--- src/hw/rtl/dnsw_pkg.sv ---
// Shared types and constants for the DNS name to wire-format encoder.
// No dependencies; every other file of the block refers to this package.
package dnsw_pkg;

    // Characters with a meaning of their own.
    localparam logic [7:0] CHR_END    = 8'h00;
    localparam logic [7:0] CHR_DOT    = 8'h2E;
    localparam logic [7:0] CHR_HYPHEN = 8'h2D;

    // Widths fixed by the largest label (63) and the largest name (255).
    localparam int LEN_W  = 6;
    localparam int WC_W   = 8;
    localparam int ADDR_W = LEN_W + 1;

    // Error codes carried on the result stream.
    localparam logic [2:0] ERR_NONE    = 3'd0;
    localparam logic [2:0] ERR_BADCHAR = 3'd1;
    localparam logic [2:0] ERR_LABEL   = 3'd2;
    localparam logic [2:0] ERR_NAME    = 3'd3;
    localparam logic [2:0] ERR_END     = 3'd4;
    localparam logic [2:0] ERR_EMPTY   = 3'd5;

    // Command kinds passed from the front end to the emitter.
    localparam logic [1:0] CMD_LABEL = 2'd0;
    localparam logic [1:0] CMD_END   = 2'd1;
    localparam logic [1:0] CMD_ERR   = 2'd2;

    typedef struct packed {
        logic [1:0]       kind;
        logic [2:0]       err;
        logic             bank;
        logic [LEN_W-1:0] len;
    } cmd_t;

    // Write port into the label buffer.
    typedef struct packed {
        logic              en;
        logic [ADDR_W-1:0] addr;
        logic [7:0]        data;
    } wr_port_t;

    // Emitter hands a label bank back to the front end.
    typedef struct packed {
        logic valid;
        logic bank;
    } release_t;

endpackage

--- src/hw/rtl/dns_name_to_wire_encoder.sv ---
// Top level of the DNS name to wire-format encoder: front end, command
// queue and emitter. Depends on dnsw_pkg, dnsw_front, dnsw_cmdq, dnsw_back.
//
//  channel  | direction | beat content
//  ---------+-----------+---------------------------------------------------
//  s_*      | in        | tdata[7:0] char_in
//  m_*      | out       | tdata[7:0] wire_byte, tlast last_of_run,
//           |           | tuser[0] name_done, tuser[3:1] error_code
//
// Characters are taken one a cycle while the command queue (two entries)
// has room and the label bank being filled is not still being emitted.
// A label of n characters leaves as n+1 beats: the length byte, then
// each label byte after a buffer read and an output register load.
// The closing zero and error beats are a single beat each.
// Reset is asynchronous and clears all control state; there is no
// clearing pass. Either side may stall at any time without loss.
module dns_name_to_wire_encoder #(
    parameter int LABEL_MAX = 63,
    parameter int NAME_MAX  = 255
) (
    input  logic       clk,
    input  logic       rst_n,
    input  logic       s_tvalid,
    output logic       s_tready,
    input  logic [7:0] s_tdata,   // [7:0] char_in
    output logic       m_tvalid,
    input  logic       m_tready,
    output logic [7:0] m_tdata,   // [7:0] wire_byte
    output logic       m_tlast,
    output logic [3:0] m_tuser    // [0] name_done, [3:1] error_code
);

    logic               q_full;
    logic               q_empty;
    logic               q_push;
    logic               q_pop;
    dnsw_pkg::cmd_t     q_cmd;
    dnsw_pkg::cmd_t     q_head;
    dnsw_pkg::wr_port_t wr;
    dnsw_pkg::release_t rel;

    dnsw_front #(
        .LABEL_MAX (LABEL_MAX),
        .NAME_MAX  (NAME_MAX)
    ) u_front (
        .clk      (clk),
        .rst_n    (rst_n),
        .s_tvalid (s_tvalid),
        .s_tready (s_tready),
        .s_tdata  (s_tdata),
        .q_full   (q_full),
        .q_push   (q_push),
        .q_cmd    (q_cmd),
        .wr       (wr),
        .rel      (rel)
    );

    dnsw_cmdq u_cmdq (
        .clk      (clk),
        .rst_n    (rst_n),
        .push     (q_push),
        .push_cmd (q_cmd),
        .full     (q_full),
        .pop      (q_pop),
        .empty    (q_empty),
        .head     (q_head)
    );

    dnsw_back u_back (
        .clk      (clk),
        .rst_n    (rst_n),
        .q_empty  (q_empty),
        .q_head   (q_head),
        .q_pop    (q_pop),
        .wr       (wr),
        .rel      (rel),
        .m_tvalid (m_tvalid),
        .m_tready (m_tready),
        .m_tdata  (m_tdata),
        .m_tlast  (m_tlast),
        .m_tuser  (m_tuser)
    );

endmodule

--- src/hw/rtl/dnsw_front.sv ---
// Front end: accepts characters, checks them, buffers label bytes and
// queues emit commands. Depends on dnsw_pkg.
module dnsw_front #(
    parameter int LABEL_MAX = 63,
    parameter int NAME_MAX  = 255
) (
    input  logic                clk,
    input  logic                rst_n,
    input  logic                s_tvalid,
    output logic                s_tready,
    input  logic [7:0]          s_tdata,
    input  logic                q_full,
    output logic                q_push,
    output dnsw_pkg::cmd_t      q_cmd,
    output dnsw_pkg::wr_port_t  wr,
    input  dnsw_pkg::release_t  rel
);

    localparam int LEN_W = dnsw_pkg::LEN_W;

    logic [dnsw_pkg::LEN_W-1:0] len_reg, len_next;
    logic [dnsw_pkg::WC_W-1:0]  wc_reg, wc_next;
    logic                       seen_reg, seen_next;
    logic                       disc_reg, disc_next;
    logic                       wbank_reg, wbank_next;
    logic [1:0]                 busy_reg, busy_next;

    logic                       accept;
    logic                       fault;
    logic                       at_end;
    logic [2:0]                 err;
    logic [8:0]                 name_sum;
    logic [8:0]                 wc_sum;
    logic                       name_char;

    function automatic logic is_name_char(input logic [7:0] c);
        return (c >= 8'h61 && c <= 8'h7A) || (c >= 8'h41 && c <= 8'h5A) ||
               (c >= 8'h30 && c <= 8'h39) || (c == dnsw_pkg::CHR_HYPHEN);
    endfunction

    // A new character may need a queue slot, and label bytes need a free bank.
    assign s_tready  = !q_full && !busy_reg[wbank_reg];
    assign accept    = s_tvalid && s_tready;
    assign name_char = is_name_char(s_tdata);
    assign name_sum  = {1'b0, wc_reg} + {3'b000, len_reg} + 9'd2;
    assign wc_sum    = name_sum - 9'd1;

    always_comb
    begin
        len_next   = len_reg;
        wc_next    = wc_reg;
        seen_next  = seen_reg;
        disc_next  = disc_reg;
        wbank_next = wbank_reg;
        busy_next  = busy_reg;
        q_push     = 1'b0;
        q_cmd      = '0;
        wr         = '0;
        fault      = 1'b0;
        at_end     = 1'b0;
        err        = dnsw_pkg::ERR_NONE;

        if (rel.valid)
        begin
            busy_next[rel.bank] = 1'b0;
        end

        if (accept)
        begin
            if (disc_reg)
            begin
                if (s_tdata == dnsw_pkg::CHR_END)
                begin
                    disc_next = 1'b0;
                    len_next  = '0;
                    wc_next   = '0;
                    seen_next = 1'b0;
                end
            end
            else if (name_char)
            begin
                if (len_reg >= LEN_W'(LABEL_MAX))
                begin
                    fault = 1'b1;
                    err   = dnsw_pkg::ERR_LABEL;
                end
                else
                begin
                    wr.en    = 1'b1;
                    wr.addr  = {wbank_reg, len_reg};
                    wr.data  = s_tdata;
                    len_next = len_reg + 1'b1;
                end
            end
            else if (s_tdata == dnsw_pkg::CHR_DOT)
            begin
                if (len_reg == '0)
                begin
                    fault = 1'b1;
                    err   = dnsw_pkg::ERR_EMPTY;
                end
                else if (name_sum > 9'(NAME_MAX))
                begin
                    fault = 1'b1;
                    err   = dnsw_pkg::ERR_NAME;
                end
                else
                begin
                    q_push               = 1'b1;
                    q_cmd.kind           = dnsw_pkg::CMD_LABEL;
                    q_cmd.bank           = wbank_reg;
                    q_cmd.len            = len_reg;
                    busy_next[wbank_reg] = 1'b1;
                    wbank_next           = !wbank_reg;
                    wc_next              = wc_sum[dnsw_pkg::WC_W-1:0];
                    seen_next            = 1'b1;
                    len_next             = '0;
                end
            end
            else if (s_tdata == dnsw_pkg::CHR_END)
            begin
                if (len_reg != '0 || !seen_reg)
                begin
                    fault  = 1'b1;
                    at_end = 1'b1;
                    err    = dnsw_pkg::ERR_END;
                end
                else
                begin
                    q_push     = 1'b1;
                    q_cmd.kind = dnsw_pkg::CMD_END;
                    len_next   = '0;
                    wc_next    = '0;
                    seen_next  = 1'b0;
                end
            end
            else
            begin
                fault = 1'b1;
                err   = dnsw_pkg::ERR_BADCHAR;
            end

            if (fault)
            begin
                q_push     = 1'b1;
                q_cmd.kind = dnsw_pkg::CMD_ERR;
                q_cmd.err  = err;
                len_next   = '0;
                wc_next    = '0;
                seen_next  = 1'b0;
                disc_next  = !at_end;
            end
        end
    end

    always_ff @(posedge clk or negedge rst_n)
    begin
        if (!rst_n)
        begin
            len_reg   <= '0;
            wc_reg    <= '0;
            seen_reg  <= 1'b0;
            disc_reg  <= 1'b0;
            wbank_reg <= 1'b0;
            busy_reg  <= '0;
        end
        else
        begin
            len_reg   <= len_next;
            wc_reg    <= wc_next;
            seen_reg  <= seen_next;
            disc_reg  <= disc_next;
            wbank_reg <= wbank_next;
            busy_reg  <= busy_next;
        end
    end

    a_push_room: assert property (@(posedge clk) disable iff (!rst_n)
        q_push |-> !q_full)
        else $error("command pushed into a full queue");

    a_label_bound: assert property (@(posedge clk) disable iff (!rst_n)
        len_reg <= LEN_W'(LABEL_MAX))
        else $error("buffered label longer than the limit");

    a_name_bound: assert property (@(posedge clk) disable iff (!rst_n)
        {1'b0, wc_reg} < 9'(NAME_MAX))
        else $error("wire count reached the name limit");

    a_bank_free: assert property (@(posedge clk) disable iff (!rst_n)
        wr.en |-> !busy_reg[wr.addr[dnsw_pkg::ADDR_W-1]])
        else $error("label byte written into a bank still being emitted");

endmodule

--- src/hw/rtl/dnsw_cmdq.sv ---
// Two-entry command queue between the front end and the emitter.
// Depends on dnsw_pkg for the command type.
module dnsw_cmdq (
    input  logic           clk,
    input  logic           rst_n,
    input  logic           push,
    input  dnsw_pkg::cmd_t push_cmd,
    output logic           full,
    input  logic           pop,
    output logic           empty,
    output dnsw_pkg::cmd_t head
);

    dnsw_pkg::cmd_t entry_reg [2];
    logic           wptr_reg, wptr_next;
    logic           rptr_reg, rptr_next;
    logic [1:0]     count_reg, count_next;

    assign full  = (count_reg == 2'd2);
    assign empty = (count_reg == 2'd0);
    assign head  = entry_reg[rptr_reg];

    always_comb
    begin
        wptr_next  = wptr_reg;
        rptr_next  = rptr_reg;
        count_next = count_reg;
        if (push)
        begin
            wptr_next = !wptr_reg;
        end
        if (pop)
        begin
            rptr_next = !rptr_reg;
        end
        case ({push, pop})
            2'b10:   count_next = count_reg + 2'd1;
            2'b01:   count_next = count_reg - 2'd1;
            default: count_next = count_reg;
        endcase
    end

    always_ff @(posedge clk)
    begin
        if (push)
        begin
            entry_reg[wptr_reg] <= push_cmd;
        end
    end

    always_ff @(posedge clk or negedge rst_n)
    begin
        if (!rst_n)
        begin
            wptr_reg  <= 1'b0;
            rptr_reg  <= 1'b0;
            count_reg <= '0;
        end
        else
        begin
            wptr_reg  <= wptr_next;
            rptr_reg  <= rptr_next;
            count_reg <= count_next;
        end
    end

endmodule

--- src/hw/rtl/dnsw_back.sv ---
// Emitter: takes queued commands and drives result beats, reading label
// bytes from a two-bank buffer it owns. Depends on dnsw_pkg.
module dnsw_back (
    input  logic                clk,
    input  logic                rst_n,
    input  logic                q_empty,
    input  dnsw_pkg::cmd_t      q_head,
    output logic                q_pop,
    input  dnsw_pkg::wr_port_t  wr,
    output dnsw_pkg::release_t  rel,
    output logic                m_tvalid,
    input  logic                m_tready,
    output logic [7:0]          m_tdata,
    output logic                m_tlast,
    output logic [3:0]          m_tuser
);

    localparam logic [1:0] S_IDLE = 2'd0;
    localparam logic [1:0] S_READ = 2'd1;
    localparam logic [1:0] S_EMIT = 2'd2;

    localparam int MEM_DEPTH = 2 << dnsw_pkg::LEN_W;

    logic [7:0] mem [MEM_DEPTH];
    logic [7:0] rdata_reg;

    logic [1:0]                 state_reg, state_next;
    logic                       bank_reg, bank_next;
    logic [dnsw_pkg::LEN_W-1:0] len_reg, len_next;
    logic [dnsw_pkg::LEN_W-1:0] idx_reg, idx_next;
    logic                       ov_reg, ov_next;
    logic [7:0]                 byte_reg, byte_next;
    logic                       last_reg, last_next;
    logic                       done_reg, done_next;
    logic [2:0]                 err_reg, err_next;

    logic                       can_load;
    logic                       last_byte;

    assign can_load  = !ov_reg || m_tready;
    assign last_byte = (idx_reg + 1'b1) == len_reg;

    assign m_tvalid = ov_reg;
    assign m_tdata  = byte_reg;
    assign m_tlast  = last_reg;
    assign m_tuser  = {err_reg, done_reg};

    always_comb
    begin
        state_next = state_reg;
        bank_next  = bank_reg;
        len_next   = len_reg;
        idx_next   = idx_reg;
        ov_next    = ov_reg && !m_tready;
        byte_next  = byte_reg;
        last_next  = last_reg;
        done_next  = done_reg;
        err_next   = err_reg;
        q_pop      = 1'b0;
        rel        = '0;

        case (state_reg)
            S_IDLE:
            begin
                if (!q_empty && can_load)
                begin
                    q_pop     = 1'b1;
                    ov_next   = 1'b1;
                    done_next = 1'b0;
                    err_next  = dnsw_pkg::ERR_NONE;
                    case (q_head.kind)
                        dnsw_pkg::CMD_LABEL:
                        begin
                            // Length byte first; the label bytes follow.
                            byte_next  = {2'b00, q_head.len};
                            last_next  = 1'b0;
                            bank_next  = q_head.bank;
                            len_next   = q_head.len;
                            idx_next   = '0;
                            state_next = S_READ;
                        end
                        dnsw_pkg::CMD_END:
                        begin
                            byte_next = 8'h00;
                            last_next = 1'b1;
                            done_next = 1'b1;
                        end
                        default:
                        begin
                            byte_next = 8'h00;
                            last_next = 1'b1;
                            err_next  = q_head.err;
                        end
                    endcase
                end
            end
            S_READ:
            begin
                state_next = S_EMIT;
            end
            S_EMIT:
            begin
                if (can_load)
                begin
                    ov_next   = 1'b1;
                    byte_next = rdata_reg;
                    last_next = last_byte;
                    done_next = 1'b0;
                    err_next  = dnsw_pkg::ERR_NONE;
                    if (last_byte)
                    begin
                        rel.valid  = 1'b1;
                        rel.bank   = bank_reg;
                        state_next = S_IDLE;
                    end
                    else
                    begin
                        idx_next   = idx_reg + 1'b1;
                        state_next = S_READ;
                    end
                end
            end
            default:
            begin
                state_next = S_IDLE;
            end
        endcase
    end

    always_ff @(posedge clk)
    begin
        if (wr.en)
        begin
            mem[wr.addr] <= wr.data;
        end
        if (state_reg == S_READ)
        begin
            rdata_reg <= mem[{bank_reg, idx_reg}];
        end
    end

    always_ff @(posedge clk)
    begin
        bank_reg <= bank_next;
        len_reg  <= len_next;
        idx_reg  <= idx_next;
        byte_reg <= byte_next;
        last_reg <= last_next;
        done_reg <= done_next;
        err_reg  <= err_next;
    end

    always_ff @(posedge clk or negedge rst_n)
    begin
        if (!rst_n)
        begin
            state_reg <= S_IDLE;
            ov_reg    <= 1'b0;
        end
        else
        begin
            state_reg <= state_next;
            ov_reg    <= ov_next;
        end
    end

    a_done_beat: assert property (@(posedge clk) disable iff (!rst_n)
        (ov_reg && done_reg) |->
            (last_reg && byte_reg == 8'h00 && err_reg == dnsw_pkg::ERR_NONE))
        else $error("closing beat of a name is malformed");

    a_err_beat: assert property (@(posedge clk) disable iff (!rst_n)
        (ov_reg && err_reg != dnsw_pkg::ERR_NONE) |-> (last_reg && byte_reg == 8'h00))
        else $error("error beat is not a single zero beat");

    a_read_then_emit: assert property (@(posedge clk) disable iff (!rst_n)
        (state_reg == S_READ) |=> (state_reg == S_EMIT))
        else $error("buffer read not followed by an emit step");

endmodule
--- config.mk ---
export PLATFORM = sky130hd
export DESIGN_NAME = dns_name_to_wire_encoder
export DESIGN_NICKNAME = d
export VERILOG_FILES = /design/src/hw/rtl/dnsw_pkg.sv /design/src/hw/rtl/dns_name_to_wire_encoder.sv /design/src/hw/rtl/dnsw_front.sv /design/src/hw/rtl/dnsw_cmdq.sv /design/src/hw/rtl/dnsw_back.sv
export SDC_FILE = /design/constraint.sdc
export NUM_CORES = 1
export LEC_CHECK = 0
export BUFFER_PORTS_ARGS = -buffer_cell sky130_fd_sc_hd__buf_4
export CORE_MARGIN = 3
export CORE_UTILIZATION = 50
export CTS_BUF_LIST = sky130_fd_sc_hd__clkbuf_16
export DETAILED_ROUTE_END_ITERATION = 6
export GPL_TIMING_DRIVEN = 0
export MAX_ROUTING_LAYER = met4
export PLACE_DENSITY = 0.69
export SYNTH_ARGS = -nofsm -noshare
export SYNTH_HDL_FRONTEND = slang
export SYNTH_SLANG_ARGS = --single-unit
--- constraint.sdc ---
create_clock -name clk -period 24.3 [get_ports clk]
set_clock_uncertainty 0.15 [all_clocks]
set_input_delay 4.86 -clock clk [delete_from_list [all_inputs] [get_ports clk]]
set_output_delay 4.86 -clock clk [all_outputs]
set_load 0.05 [all_outputs]
==> results.md, run 1 <==
- Outcome: finished, final reports clean
- Final WL: 107000 um
- Fraction of layout cells with a size suffix above 1: 0.193
- Least-Margin Pin Slew: 1.45 ns
- Seq cells post-synth: 1108
- Post-cts resize count: 0
- Gpl congestion: 0.998
- Peak VDD IR: 0.0760 mV
- Core Box Area: 0.0873 sq mm
- CTS buffer count: 105
- Area grow syn2layout: 13.4%
- Max-slew violations: 0
- Detailed placement HPWL: 71200 um
- Reg clk slew, reported paths: 0.06 ns
- Row cnt: 108
- Post-synth EDFFs: 1082
- Relative slew slack: 0.0329
- Clock Sinks: 1108
- CP Class: input pin to register
- Hold buffer count at CTS: 0
- Post-synth top area share: 0.734
- Syn Inst Count: 2290
- Most common cell in the synthesized netlist: edfxtp_1
- Hold WC Path Type: register to register
- Critical path capture point type: register
- First-pass GRT wire length: 157000 um
- Hold Vio Cnt, Final: 0
- Placed inst area: 0.0467 sq mm
- Initial antenna violation count: 5
- Mapped Area: 0.0443 sq mm
- Sequential Area: 0.0331 sq mm
- I/O pins: 27
- Total global-route track usage: 0.244
- Leakage: 0.0158 uW
- Seq/Total Area, Yosys: 0.749
- Port Buffers: 26
- Unrepaired setup endpoints after global routing: no
- Fin crit period: 8.44 ns
- Area of the multi-input gates: 0.0110 sq mm
- Clk_lat worst skew: 0.67 ns
- Vias: 23100
- Starting Density: 0.507
- Post-CTS Setup Inserts: 0
- DR vias/cell: 6.04
- Clk buf depth: 3
- Detailed Routing Iterations Pass 1: 6
- Initial DRC count: 2689
- CTS tree: done
- Vias in the first global route: 23300
- Largest net degree at the start of global routing: 93
- Total negative slack: 0 ns
- Die Ht: 304 um
- Routed Antenna Nets: 0
- Ranking of synthesized cells by area: edfxtp_1 (73%), mux4_2 (11%), mux2i_1 (3.6%)
- Peak Freq: 0.119 GHz
- GRT Residual Overflow: 0
- PD cells: 95.5 mW/mm^2
- Clk root buf: clkbuf_16
- Dominant synthesized flop cell: edfxtp_1
- Die width: 304 um
- Post-route DRC: 0
- Most frequent cells after synthesis: edfxtp_1 (1082), mux4_2 (208), nor2_1 (198)
- Max reg flops: 1024
- Maxcap violations: 0
- CP startpoint kind: input pin
- Synth unique cells: 70
- Layout net count: 2601
- Cell taking the most area after synthesis: edfxtp_1
- Die area: 0.0921 sq mm
- H-tree levels: 3
- Critical path arrival: 8.57 ns
- Period utilisation layout: 0.347
- Final instance area: 0.0502 sq mm
- CP Max Fanout: 10
- Fillers: 6400
- Yosys warns: 0
- Worst Path Required: 24.44 ns
- Syn_area_per_cell: 19.3 sq um
- Mean routed wirelength per cell: 28.2 um
- Post-synth ARST share: 0.0235
- Final setup fails: 0
[layout make-up]
type / instances / area share
diodes: 2 / 0.0000997
clock inverters: 91 / 0.0165
plain buffers: 127 / 0.0118
repair buffers: 46 / 0.00950
clock buffers: 107 / 0.0534
well taps: 1155 / 0.0288
multi-input cells: 1165 / 0.218
inverters: 17 / 0.00127
flip-flops and latches: 1108 / 0.660
[worst max-delay path, stage by stage]
cell and delay, ns:
buf_4 0.12, or3_4 0.39, or4_4 0.49, o31a_1 0.16, nor3_2 0.20, nand4_1 0.68
clkbuf_1 0.79, nor2_1 0.86
[cell families (layout without fill, tap and decap cells)]
kind of cell / Yosys count / in the layout / synth area share
AO/OA/AOI/OAI: 232 / 232 / 0.0351
XOR/XNOR: 25 / 25 / 0.00529
adder cells (fa/ha/maj): 19 / 19 / 0.00554
buffers and inverters: 144 / 388 / 0.0149
flip-flops: 1108 / 1108 / 0.749
multiplexers: 376 / 376 / 0.144
other: 1 / 130 / 0.0000847
AND/OR/NAND/NOR: 385 / 385 / 0.0462
[stage by stage]
stage,util,power (uW),hold WS (ns),setup slack [ns],std cells
2_1_floorplan,-,2820,0.299,9.90,2417
3_3_place_gp,0.531,3140,0.317,0.637,3598
3_5_place_dp,0.535,3160,0.326,15.18,3618
4_1_cts,0.575,4800,0.345,15.88,3816
5_1_grt,0.575,4940,0.365,15.77,3818
6_report,0.575,4790,0.344,15.86,3818
[where the power goes]
group / leakage (uW) / total, uW / switching [uW] / internal (uW)
clock: 0.00179 / 1660 / 707 / 950
combinational: 0.00449 / 968 / 618 / 349
sequential: 0.00956 / 2170 / 19.7 / 2150
total: 0.0158 / 4790 / 1340 / 3450
[layout by cell type (no fill, tap or decap), types with 26 or more instances in the layout]
master,count
a21oi_1,45
a22oi_1,33
buf_2,49
buf_4,42
clkbuf_1,49
clkbuf_16,107
conb_1,128
dfrtp_1,26
edfxtp_1,1082
inv_1,36
mux2i_1,161
mux4_2,208
nand2_1,28
nor2_1,198
nor3_1,31
o22ai_1,58
[layer usage]
| layer | vias to the layer above | part of all wire | track usage | routed length [um] |
|---|---|---|---|---|
| li1 | 9794 | - | - | - |
| met1 | 12000 | 0.39 | 0.326 | 42200 |
| met5 | - | 0 | - | 0 |
| met2 | 1050 | 0.48 | 0.378 | 52100 |
| met4 | 0 | 0.038 | 0.0924 | 4080 |
| met3 | 207 | 0.085 | 0.0444 | 9100 |
[worst paths after layout]
kind	start	end	slack [ns]	depth (start not counted)
worst max-delay path	s_tdata[7]	u_back.mem[62][4]	15.86	8
worst min-delay path	u_cmdq.wptr_reg	u_cmdq.wptr_reg	0.34	1
worst max register to register	u_front.wbank_reg	u_back.mem[62][4]	19.55	7
worst min register to register	u_cmdq.wptr_reg	u_cmdq.wptr_reg	0.34	1
max in group asynchronous	rst_n	u_cmdq.rptr_reg	19.76	1
min in group asynchronous	rst_n	u_back.m_tvalid	3.95	1
No activity file was read; power rests on OpenSTA's default activity.
==> run 2, diff against run 1 <==
--- a/config.mk
+++ b/config.mk
@@ -12,7 +12,7 @@
 export DETAILED_ROUTE_END_ITERATION = 6
 export GPL_TIMING_DRIVEN = 0
 export MAX_ROUTING_LAYER = met4
-export PLACE_DENSITY = 0.69
+export PLACE_DENSITY = 0.72
 export SYNTH_ARGS = -nofsm -noshare
 export SYNTH_HDL_FRONTEND = slang
 export SYNTH_SLANG_ARGS = --single-unit
==> constraint.sdc (replaced) <==
create_clock -name clk -period 6.8 [get_ports clk]
set_clock_uncertainty 0.15 [all_clocks]
set_input_delay 1.36 -clock clk [delete_from_list [all_inputs] [get_ports clk]]
set_output_delay 1.36 -clock clk [all_outputs]
set_load 0.05 [all_outputs]
==> results.md, run 2 (synthesized netlist as in run 1, its figures left out) <==
- Outcome: finished, final reports clean
- Clock Sinks: 1108
- Area grow syn2layout: 13.2%
- Max-slew violations: 0
- Relative slew slack: 0.0225
- Fraction of layout cells with a size suffix above 1: 0.190
- Die area: 0.0921 sq mm
- Hold buffer count at CTS: 0
- CP startpoint kind: input pin
- CP Max Fanout: 10
- Worst R2R Setup Slack: 1.92 ns
- Finished Layout Cells: 3808
- Mean routed wirelength per cell: 28.1 um
- Detailed Routing Iterations Pass 1: 5
- Area of the multi-input gates: 0.0110 sq mm
- First-pass GRT wire length: 156000 um
- Row cnt: 108
- DR vias/cell: 6.10
- Layout net count: 2595
- Period utilisation layout: 0.731
- Port Buffers: 26
- Peak VDD IR: 0.344 mV
- CTS tree: done
- Post-route DRC: 0
- Reg clk slew, reported paths: 0.07 ns
- Core Box Area: 0.0873 sq mm
- Detailed placement HPWL: 71100 um
- Worst Path Required: 6.94 ns
- Fillers: 6413
- Critical path arrival: 5.12 ns
- Vias: 23200
- H-tree levels: 3
- Die Ht: 304 um
- Starting Density: 0.507
- Maxcap violations: 0
- Largest net degree at the start of global routing: 89
- Total negative slack: 0 ns
- Initial antenna violation count: 2
- Total global-route track usage: 0.243
- Gpl congestion: 0.904
- Reg2reg end: u_back.mem[84][0]
- R2R Path Start: u_front.wbank_reg
- Routed Antenna Nets: 0
- Most common cell after layout, fill and taps aside: edfxtp_1
- Critical path capture point type: register
- CP Class: input pin to register
- Post-cts resize count: 0
- Hold WC Path Type: register to register
- Least-Margin Pin Slew: 1.47 ns
- Slowest-stage cell, CP: nor2_1
- CTS buffer count: 106
- Dpl cells: 3611
- Max reg flops: 1024
- Final Util: 0.574
- PD cells: 339 mW/mm^2
- Worst Hold Endpoint: u_cmdq.wptr_reg
- Sequential Area: 0.0331 sq mm
- Clk_lat worst skew: 0.68 ns
- Hold Path Origin: u_cmdq.wptr_reg
- Final setup fails: 0
- Hold depth: 1
- Clk buf depth: 3
- Commonest non-fill, non-tap cells in the layout: edfxtp_1 (1082), mux4_2 (208), nor2_1 (198)
- Die width: 304 um
- Total power: 17000 uW
- Final Hold Slack: 0.339 ns
- Unrepaired setup endpoints after global routing: no
- Clk root buf: clkbuf_16
- Vias in the first global route: 23300
- Initial DRC count: 2773
- GRT Residual Overflow: 0
- Fin crit period: 4.97 ns
- Final WL: 107000 um
- Hold Vio Cnt, Final: 0
- CP max stage delay: 0.87 ns
- Post-CTS Setup Inserts: 0
- Leakage: 0.0157 uW
- Worst r2r path cells: 7
- Peak Freq: 0.201 GHz
- CP Cell Sequence: buf_4 -> or3_4 -> or4_4 -> o31a_1 -> nor3_2 -> nand4_1 -> clkbuf_1 -> nor2_1
- I/O pins: 27
==> run 2: cell count changes in the layout (fill, tap and decap cells not counted), moves of 2 or more <==
cell,before,now
buf_6,8,11
buf_4,42,31
inv_1,36,32
bufinv_16,14,11
clkinv_4,4,2
clkinv_1,23,27
clkinvlp_4,4,10
clkinv_16,0,2
clkinv_2,21,15
==> run 2: per-stage QoR <==
stage / cell area, sq um / setup slack, ns
2_1_floorplan: 44700 / 1.24
3_3_place_gp: 46400 / -1.83
3_5_place_dp: 46600 / 1.21
4_1_cts: 50100 / 1.92
5_1_grt: 50100 / 1.81
6_report: 50100 / 1.83
==> run 2: critical path, delay by kind of cell <==
kind / cells / cell delay, ns
AND/OR/NAND/NOR: 5 / 2.66
buffers and inverters: 2 / 0.92
AO/OA/AOI/OAI: 1 / 0.16
==> run 2: final cells by class <==
class	instances	share of cell area
sequential	1108	0.661
timing repair buffer	39	0.00884
antenna	2	0.0000999
inverter	17	0.00127
clock inverter	89	0.0159
clock buffer	106	0.0529
tap	1155	0.0288
buffer	127	0.0119
multi-input combinational	1165	0.219
==> run 2: power breakdown <==
group	leakage [uW]	internal [uW]	switching [uW]
Clock	0.00172	3270	2550
Sequential	0.00959	7680	73.7
Combinational	0.00444	1220	2170
==> run 2: worst max path at each step <==
stage / from / endpoint / slack [ns] / depth (start not counted)
global placement: s_tdata[7] / u_back.mem[70][0] / -1.83 / 6
global route: s_tdata[7] / u_back.mem[70][3] / 1.81 / 8
finish: s_tdata[7] / u_back.mem[84][0] / 1.83 / 8
CTS: s_tdata[7] / u_back.mem[46][1] / 1.92 / 8
floorplan: s_tdata[7] / u_back.mem[0][0] / 1.24 / 5
detailed placement: s_tdata[7] / u_back.mem[126][0] / 1.21 / 8
==> run 2: routing by layer <==
layer	GRT usage	wire [um]	vias up
met3	0.0355	8860	204
met4	0.0899	4030	0
met5	-	0	-
li1	-	-	9784
met2	0.379	52000	1150
met1	0.330	42200	12100
